$ cat src/rtl/core/stp_pkg.sv
package stp_pkg;

  localparam int PERIOD_BITS_DEF = 16;
  localparam int DIV_BITS        = 32;
  localparam int DIV_CNT_W       = $clog2(DIV_BITS);
  localparam int PERIOD_W        = 16;
  localparam int SEL_W           = 3;
  localparam int CFG_IDX_W       = 1;
  localparam int CFG_DATA_W      = 2;

  localparam logic OP_PLAN   = 1'b0;
  localparam logic OP_PRESET = 1'b1;

  localparam logic ST_OK         = 1'b0;
  localparam logic ST_NEG_BUDGET = 1'b1;

  localparam logic [SEL_W-1:0] CS_OFF  = 3'd0;
  localparam logic [SEL_W-1:0] CS_DIV1 = 3'd1;
  localparam logic [SEL_W-1:0] CS_DIV2 = 3'd2;
  localparam logic [SEL_W-1:0] CS_DIV4 = 3'd3;
  localparam logic [SEL_W-1:0] CS_DIV8 = 3'd4;

  localparam logic [1:0] PWR_OFF    = 2'd0;
  localparam logic [1:0] PWR_ALWAYS = 2'd1;
  localparam logic [1:0] PWR_CYCLE  = 2'd2;
  localparam logic [1:0] PWR_MOVING = 2'd3;

  localparam logic [CFG_IDX_W-1:0] CFG_DIR_POLARITY = 1'd0;
  localparam logic [CFG_IDX_W-1:0] CFG_PWR_SEL      = 1'd1;

  typedef enum logic [1:0] {
    S_IDLE,
    S_PREP,
    S_DIV,
    S_FIN
  } state_t;

  typedef struct packed {
    logic capture;
    logic prep;
    logic div_step;
    logic load;
  } ctrl_cmd_t;

  typedef struct packed {
    logic bypass;
    logic mag_zero;
  } dp_stat_t;

endpackage

$ cat src/rtl/core/stp_ctrl.sv
module stp_ctrl
  import stp_pkg::*;
(
  input  logic      clk,
  input  logic      rst_n,
  input  logic      in_valid,
  output logic      in_stall,
  output logic      out_valid,
  input  logic      out_stall,
  input  dp_stat_t  stat,
  output ctrl_cmd_t cmd
);

  state_t               state_r, state_nxt;
  logic [DIV_CNT_W-1:0] cnt_r, cnt_nxt;
  logic                 out_valid_r, out_valid_nxt;
  logic                 slot_free;

  assign slot_free = !out_valid_r || !out_stall;
  assign out_valid = out_valid_r;

  always_ff @(posedge clk) begin
    if (!rst_n) begin
      state_r     <= S_IDLE;
      cnt_r       <= '0;
      out_valid_r <= 1'b0;
    end else begin
      state_r     <= state_nxt;
      cnt_r       <= cnt_nxt;
      out_valid_r <= out_valid_nxt;
    end
  end

  always_comb begin
    state_nxt = state_r;
    cnt_nxt   = cnt_r;
    cmd       = '0;
    in_stall  = 1'b1;
    unique case (state_r)
      S_IDLE: begin
        in_stall = 1'b0;
        if (in_valid) begin
          cmd.capture = 1'b1;
          state_nxt   = S_PREP;
        end
      end
      S_PREP: begin
        cmd.prep = 1'b1;
        cnt_nxt  = '0;
        if (stat.bypass || stat.mag_zero) begin
          state_nxt = S_FIN;
        end else begin
          state_nxt = S_DIV;
        end
      end
      S_DIV: begin
        cmd.div_step = 1'b1;
        cnt_nxt      = cnt_r + 1'b1;
        if (cnt_r == DIV_CNT_W'(DIV_BITS - 1)) begin
          state_nxt = S_FIN;
        end
      end
      S_FIN: begin
        if (slot_free) begin
          cmd.load  = 1'b1;
          state_nxt = S_IDLE;
        end
      end
      default: state_nxt = S_IDLE;
    endcase
  end

  always_comb begin
    if (cmd.load) begin
      out_valid_nxt = 1'b1;
    end else if (out_valid_r && !out_stall) begin
      out_valid_nxt = 1'b0;
    end else begin
      out_valid_nxt = out_valid_r;
    end
  end

endmodule

$ cat src/rtl/core/stp_dpath.sv
module stp_dpath
  import stp_pkg::*;
#(
  parameter int PERIOD_BITS = PERIOD_BITS_DEF
) (
  input  logic                  clk,
  input  logic                  rst_n,
  input  ctrl_cmd_t             cmd,
  output dp_stat_t              stat,
  input  logic                  cfg_we,
  input  logic [CFG_IDX_W-1:0]  cfg_index,
  input  logic [CFG_DATA_W-1:0] cfg_data,
  input  logic                  in_op,
  input  logic signed [31:0]    in_clock_budget,
  input  logic signed [31:0]    in_target_steps,
  input  logic signed [31:0]    in_correction,
  output logic [SEL_W-1:0]      out_clock_select,
  output logic [PERIOD_W-1:0]   out_period,
  output logic                  out_dir_out,
  output logic                  out_reverse,
  output logic                  out_energize_req,
  output logic                  out_status
);

  localparam int PW = PERIOD_BITS;
  localparam int XW = DIV_BITS + 4;

  logic                pol_r;
  logic [1:0]          mode_r;
  logic [DIV_BITS-1:0] cur_pos_r;
  logic                tie_r;

  logic                op_r;
  logic [DIV_BITS-1:0] clocks_r, target_r, corr_r;
  logic [DIV_BITS-1:0] mag_r, rem_r, quot_r;
  logic                neg_r;

  logic [DIV_BITS-1:0] travel, mag;
  logic [DIV_BITS-1:0] sh;
  logic [DIV_BITS:0]   diff;

  logic [XW-1:0]       qx;
  logic                fit0, fit1, fit2, fit3;
  logic [SEL_W-1:0]    sel, sel_fin;
  logic [PW-1:0]       base, per_fin;
  logic                tie_hit, above, round_ok, inc;
  logic [31:0]         per_ext;
  logic                energize;

  // travel and its magnitude
  always_comb begin
    travel = target_r - cur_pos_r + corr_r;
    mag    = travel[DIV_BITS-1] ? (DIV_BITS'(0) - travel) : travel;
  end

  assign stat.bypass   = (op_r == OP_PRESET) || clocks_r[DIV_BITS-1];
  assign stat.mag_zero = (mag == '0);

  // one restoring division step
  always_comb begin
    sh   = {rem_r[DIV_BITS-2:0], quot_r[DIV_BITS-1]};
    diff = {1'b0, sh} - {1'b0, mag_r};
  end

  always_ff @(posedge clk) begin
    if (cmd.capture) begin
      op_r     <= in_op;
      clocks_r <= in_clock_budget;
      target_r <= in_target_steps;
      corr_r   <= in_correction;
    end
    if (cmd.prep) begin
      mag_r  <= mag;
      neg_r  <= travel[DIV_BITS-1];
      rem_r  <= '0;
      quot_r <= (mag == '0) ? '0 : clocks_r;
    end else if (cmd.div_step) begin
      if (!diff[DIV_BITS]) begin
        rem_r  <= diff[DIV_BITS-1:0];
        quot_r <= {quot_r[DIV_BITS-2:0], 1'b1};
      end else begin
        rem_r  <= sh;
        quot_r <= {quot_r[DIV_BITS-2:0], 1'b0};
      end
    end
  end

  // prescaler, period, rounding and energize request
  always_comb begin
    qx   = XW'(quot_r);
    fit0 = (qx >> PW) == '0;
    fit1 = (qx >> (PW + 1)) == '0;
    fit2 = (qx >> (PW + 2)) == '0;
    fit3 = (qx >> (PW + 3)) == '0;
    if (fit0) begin
      sel = CS_DIV1;
    end else if (fit1) begin
      sel = CS_DIV2;
    end else if (fit2) begin
      sel = CS_DIV4;
    end else if (fit3) begin
      sel = CS_DIV8;
    end else begin
      sel = CS_OFF;
    end

    case (sel)
      CS_DIV2: begin
        base    = PW'(quot_r >> 1);
        tie_hit = quot_r[0];
        above   = 1'b0;
      end
      CS_DIV4: begin
        base    = PW'(quot_r >> 2);
        tie_hit = quot_r[1] && !quot_r[0];
        above   = quot_r[1] && quot_r[0];
      end
      CS_DIV8: begin
        base    = PW'(quot_r >> 3);
        tie_hit = quot_r[2] && (quot_r[1:0] == 2'b00);
        above   = quot_r[2] && (quot_r[1:0] != 2'b00);
      end
      default: begin
        base    = PW'(quot_r);
        tie_hit = 1'b0;
        above   = 1'b0;
      end
    endcase

    round_ok = (sel == CS_DIV2 || sel == CS_DIV4 || sel == CS_DIV8) &&
               (base != {PW{1'b1}});
    inc      = round_ok && (above || (tie_hit && tie_r));
    per_fin  = base + PW'(inc);
    sel_fin  = (sel == CS_OFF || per_fin == '0) ? CS_OFF : sel;
    per_ext  = (sel_fin == CS_OFF) ? 32'd0 : 32'(per_fin);

    case (mode_r) inside
      PWR_ALWAYS, PWR_CYCLE: energize = 1'b1;
      PWR_MOVING:            energize = (sel_fin != CS_OFF);
      default:               energize = 1'b0;
    endcase
  end

  always_ff @(posedge clk) begin
    if (cmd.load) begin
      if (op_r == OP_PRESET) begin
        out_clock_select <= CS_OFF;
        out_period       <= '0;
        out_dir_out      <= 1'b0;
        out_reverse      <= 1'b0;
        out_energize_req <= 1'b0;
        out_status       <= ST_OK;
      end else if (clocks_r[DIV_BITS-1]) begin
        out_clock_select <= CS_OFF;
        out_period       <= '0;
        out_dir_out      <= 1'b0;
        out_reverse      <= 1'b0;
        out_energize_req <= 1'b0;
        out_status       <= ST_NEG_BUDGET;
      end else begin
        out_clock_select <= sel_fin;
        out_period       <= per_ext[PERIOD_W-1:0];
        out_dir_out      <= neg_r ^ pol_r;
        out_reverse      <= neg_r;
        out_energize_req <= energize;
        out_status       <= ST_OK;
      end
    end
  end

  // state and configuration
  always_ff @(posedge clk) begin
    if (!rst_n) begin
      pol_r     <= 1'b0;
      mode_r    <= PWR_ALWAYS;
      cur_pos_r <= '0;
      tie_r     <= 1'b0;
    end else begin
      if (cfg_we) begin
        unique case (cfg_index)
          CFG_DIR_POLARITY: pol_r  <= cfg_data[0];
          CFG_PWR_SEL:      mode_r <= cfg_data;
          default:          ;
        endcase
      end
      if (cmd.prep && !(op_r == OP_PLAN && clocks_r[DIV_BITS-1])) begin
        cur_pos_r <= target_r;
      end
      if (cmd.load && !stat.bypass && round_ok && tie_hit) begin
        tie_r <= !tie_r;
      end
    end
  end

endmodule

$ cat src/rtl/core/step_timer_planner_core.sv
// Channel  Direction  Handshake             Payload
// in_      input      in_valid / in_stall   op, clock_budget, target_steps, correction
// out_     output     out_valid / out_stall clock_select, period, dir_out, reverse,
//                                           energize_req, status
// cfg_     input      cfg_we                cfg_index, cfg_data
//
// A result is loaded after acceptance once travel, 32 steps of the bit-serial divider,
// then prescaler and rounding are done and the output register is free; the next item
// is taken only after that load. Presets, negative budgets and zero travel skip the divider.
// Synchronous active-low reset: position 0, polarity 0, power mode 1.
// A waiting result does not block the next item; only loading a new result
// waits for the output register to drain.
module step_timer_planner_core
  import stp_pkg::*;
#(
  parameter int PERIOD_BITS = PERIOD_BITS_DEF
) (
  input  logic                  clk,
  input  logic                  rst_n,
  input  logic                  cfg_we,
  input  logic [CFG_IDX_W-1:0]  cfg_index,
  input  logic [CFG_DATA_W-1:0] cfg_data,
  input  logic                  in_valid,
  output logic                  in_stall,
  input  logic                  in_op,
  input  logic signed [31:0]    in_clock_budget,
  input  logic signed [31:0]    in_target_steps,
  input  logic signed [31:0]    in_correction,
  output logic                  out_valid,
  input  logic                  out_stall,
  output logic [SEL_W-1:0]      out_clock_select,
  output logic [PERIOD_W-1:0]   out_period,
  output logic                  out_dir_out,
  output logic                  out_reverse,
  output logic                  out_energize_req,
  output logic                  out_status
);

  ctrl_cmd_t cmd;
  dp_stat_t  stat;

  stp_ctrl u_ctrl (
    .clk       (clk),
    .rst_n     (rst_n),
    .in_valid  (in_valid),
    .in_stall  (in_stall),
    .out_valid (out_valid),
    .out_stall (out_stall),
    .stat      (stat),
    .cmd       (cmd)
  );

  stp_dpath #(
    .PERIOD_BITS (PERIOD_BITS)
  ) u_dpath (
    .clk              (clk),
    .rst_n            (rst_n),
    .cmd              (cmd),
    .stat             (stat),
    .cfg_we           (cfg_we),
    .cfg_index        (cfg_index),
    .cfg_data         (cfg_data),
    .in_op            (in_op),
    .in_clock_budget  (in_clock_budget),
    .in_target_steps  (in_target_steps),
    .in_correction    (in_correction),
    .out_clock_select (out_clock_select),
    .out_period       (out_period),
    .out_dir_out      (out_dir_out),
    .out_reverse      (out_reverse),
    .out_energize_req (out_energize_req),
    .out_status       (out_status)
  );

`ifndef SYNTHESIS
  a_load_no_overwrite: assert property (@(posedge clk) disable iff (!rst_n)
    cmd.load |-> !(out_valid && out_stall))
    else $error("result loaded over a waiting item");

  a_busy_after_accept: assert property (@(posedge clk) disable iff (!rst_n)
    (in_valid && !in_stall) |=> in_stall)
    else $error("input not held off after acceptance");

  a_neg_budget_clear: assert property (@(posedge clk) disable iff (!rst_n)
    (out_valid && out_status == ST_NEG_BUDGET) |->
      (out_clock_select == CS_OFF && out_period == '0 && !out_energize_req))
    else $error("negative budget result not cleared");

  a_off_zero_period: assert property (@(posedge clk) disable iff (!rst_n)
    (out_valid && out_clock_select == CS_OFF) |-> out_period == '0)
    else $error("period non-zero with clock off");
`endif

endmodule

$ cat config.mk
export PLATFORM = sky130hd
export DESIGN_NAME = step_timer_planner_core
export DESIGN_NICKNAME = d
export VERILOG_FILES = /design/src/rtl/core/stp_pkg.sv /design/src/rtl/core/stp_ctrl.sv /design/src/rtl/core/stp_dpath.sv /design/src/rtl/core/step_timer_planner_core.sv
export SDC_FILE = /design/constraint.sdc
export NUM_CORES = 1
export LEC_CHECK = 0
export BUFFER_PORTS_ARGS = -buffer_cell sky130_fd_sc_hd__buf_2
export CAP_MARGIN = 25
export CORE_MARGIN = 2
export CORE_UTILIZATION = 60
export DETAILED_ROUTE_END_ITERATION = 8
export GPL_ROUTABILITY_DRIVEN = 0
export HOLD_SLACK_MARGIN = 0.03
export PLACE_DENSITY = 0.82
export SYNTH_ARGS = -nofsm -noshare
export SYNTH_HDL_FRONTEND = slang
export SYNTH_SLANG_ARGS = --single-unit
export TNS_END_PERCENT = 100
$ cat constraint.sdc
create_clock -name clk -period 15.8 [get_ports clk]
set_clock_uncertainty 0.2 [all_clocks]
set_input_delay 2.37 -clock clk [delete_from_list [all_inputs] [get_ports clk]]
set_output_delay 2.37 -clock clk [all_outputs]
set_load 0.005 [all_outputs]
==> flow_summary.json <==
{
  "path_clk_slew_ns": 0.06,
  "cts_root_buf": "clkbuf_16",
  "worstSkewPairLatency_ns": 0.54,
  "fp.dieH_um": 169.0,
  "n_antenna_cell": 0,
  "fill_cells": 2079,
  "dr.pass1.iters": 7,
  "crit_path_max_incr_delay_ns": 0.57,
  "synth_top_area_cell": "edfxtp_1",
  "first_iter_violations": 994,
  "path_cells": "inv_1 > fa_1 > inv_1 > fa_1 > a211oi_1 > nor4_1 > or4b_4 > a31oi_4 > o41a_2 > xor2_1 > nand4_1 > or3_1 > nor4_1 > mux2_2 > o32ai_1 > nand4_4 > a31o_2",
  "ios": 130,
  "drc": 0,
  "start_util": 0.6081,
  "core_mm2": 0.02688,
  "area_delta_synth_final_pct": 11.47,
  "grt_overflow_total": 0,
  "ctsResizeCount": 0,
  "ys_warn_count": 0,
  "post_cts_buffers": 0,
  "slew-limit-headroom": 0.3308,
  "synth_seq_area_share": 0.4318,
  "status": "complete, no violations",
  "synth.top_cells.by_count": "inv_1 (193), edfxtp_1 (185), nand2_1 (184)",
  "worstHoldPathType": "flip-flop to flip-flop",
  "ant_nets": 0,
  "min_period_ns": 6.602,
  "crit_fanout": 33,
  "final_nets": 2018,
  "tightest_slew_ns": 1.004,
  "routed_wl_um": 34170,
  "critPathKind": "flip-flop to flip-flop",
  "fp-row-count": 60,
  "yosysTopAreaCellShare": 0.3399,
  "fp.dieW_um": 169.0,
  "tns_ns": 0,
  "setup_violations": 0,
  "antenna_found_initial": 0,
  "avgSynthCellArea_um2": 9.603,
  "ctsHoldBuffers": 0,
  "synth_area_leaders": "edfxtp_1 (34%), dfxtp_1 (9.2%), ha_1 (5.7%)",
  "hpwlAfterDp_um": 24640,
  "ctsHtreeMaxLevel": 1,
  "arrival_ns": 6.69,
  "synth_fp_nets": 1914,
  "track_usage": 0.2399,
  "die_area_mm2": 0.02858,
  "synth.most_common_cell": "inv_1",
  "hold_viol": 0,
  "grt_pass1_vias": 12220,
  "rsz0062_at_grt": "no",
  "cp-start-kind": "flip-flop",
  "vias_per_cell": 5.900,
  "drive_above_1_share": 0.1314,
  "slew_viol_final": 0,
  "vias": 12790,
  "clock.fmax_mhz": 151.5,
  "cts_tree": "done",
  "cap_violations": 0,
  "cts_sinks": 260,
  "grt_pass1_wl_um": 57240,
  "synthArstFlopShare": 0,
  "cts_buffers": 27,
  "end_kind": "flip-flop",
  "syn_area_mm2": 0.01634,
  "yosysUniqueCellTypes": 90,
  "grt_max_degree": 107,
  "cts_buffer_depth": 3,
  "synthFlopType": "edfxtp_1",
  "multi_input_area_mm2": 0.008292,
  "post-route-period-util": 0.4179,
  "netlist_instances": 1702,
  "synth_seq_cells": 260,
  "required_ns": 15.89,
  "io_buffers": 129,
  "synth_edf_count": 185,
  "wire_per_inst_um": 15.77,
  "cp_slowest_cell": "or4b_4",
  "seq_area_mm2": 0.007057
}
[cell families after synthesis]
group / after synthesis / share of synthesized area
AO/OA/AOI/OAI: 429 / 0.1894
buffers and inverters: 263 / 0.06285
flip-flops: 260 / 0.4318
multiplexers: 16 / 0.01064
adder cells (fa/ha/maj): 107 / 0.09661
XOR/XNOR: 85 / 0.04555
AND/OR/NAND/NOR: 542 / 0.1632
[layout by cell type (no fill, tap or decap), drive strengths merged, types with 9 or more instances in the layout]
| cell | synthesis | routed |
|---|---|---|
| a211o | 10 | 10 |
| a211oi | 14 | 14 |
| a21boi | 39 | 39 |
| a21o | 28 | 28 |
| a21oi | 85 | 85 |
| a22o | 26 | 26 |
| a311oi | 23 | 23 |
| a31o | 34 | 34 |
| a31oi | 11 | 11 |
| and3 | 18 | 18 |
| buf | 14 | 144 |
| clkbuf | 55 | 34 |
| clkinv | 1 | 11 |
| dfxtp | 75 | 75 |
| edfxtp | 185 | 185 |
| fa | 32 | 32 |
| ha | 75 | 75 |
| inv | 193 | 193 |
| nand2 | 184 | 184 |
| nand2b | 10 | 10 |
| nand3 | 33 | 33 |
| nand4 | 21 | 21 |
| nor2 | 122 | 122 |
| nor2b | 46 | 46 |
| nor3 | 33 | 33 |
| nor4 | 17 | 17 |
| o21a | 17 | 17 |
| o21ai | 66 | 66 |
| or2 | 9 | 9 |
| or3 | 15 | 15 |
| xnor2 | 54 | 54 |
| xor2 | 31 | 31 |
[flip-flops by register name, summed over array words and instances (netlist names), 2 cells and up]
signal / flops
u_dpath.target_r: 32
u_dpath.clocks_r: 32
u_ctrl.cnt_r: 5
u_ctrl.state_r: 2
u_dpath.out_period: 16
u_dpath.rem_r: 31
u_dpath.out_clock_select: 3
u_dpath.corr_r: 32
u_dpath.cur_pos_r: 32
u_dpath.quot_r: 32
u_dpath.mode_r: 2
u_dpath.mag_r: 32
[worst paths after layout]
check | start | endpoint | slack (ns) | depth (start not counted)
hold reg to reg | u_dpath.cur_pos_r[0] | u_dpath.cur_pos_r[0] | 0.27 | 2
hold / removal | u_dpath.cur_pos_r[0] | u_dpath.cur_pos_r[0] | 0.27 | 2
setup / recovery | u_dpath.corr_r[1] | u_dpath.quot_r[31] | 9.20 | 17
setup reg to reg | u_dpath.corr_r[1] | u_dpath.quot_r[31] | 9.20 | 17
[final cells by class]
cell class | instances | share of cell area
Timing Repair Buffer | 144 | 0.04272
Multi-Input combinational cell | 1179 | 0.4551
Sequential cell | 260 | 0.3873
Clock buffer | 34 | 0.04018
Inverter | 194 | 0.03997
Tap cell | 341 | 0.02342
Clock inverter | 15 | 0.01126
[metrics by stage]
stage                       util  area (um2)  hold WS, ns  cells  setup WS (ns)
after floorplan                -       16340       0.2458   1702          10.03
after global placement    0.6417       17250       0.2617   2116          9.389
after detailed placement  0.6420       17250       0.2680   2117          9.157
after CTS                 0.6769       18190       0.2766   2166          9.133
after global routing      0.6779       18220       0.3047   2167          8.678
final                     0.6779       18220       0.2740   2167          9.198
[worst max-delay path, delay by kind of cell (launching register included)]
kind / cells / cell delay [ns]
AOI/OAI and AO/OA: 5 / 1.63
xor gates and xnor gates: 1 / 0.29
adders and majority gates: 2 / 1.01
buffers and inverters: 2 / 0.13
DFF: 1 / 0.33
muxes: 1 / 0.39
and+or+nand+nor: 6 / 2.33
[layer usage]
metal	wire length, um	GRT usage
met1	14790	0.3071
met2	16810	0.4273
met3	1550	0.02642
met4	1017	0.07767
met5	0	0
Power is not shown: default switching activity piles up to over one toggle a cycle in this logic, so the estimate is an artifact.
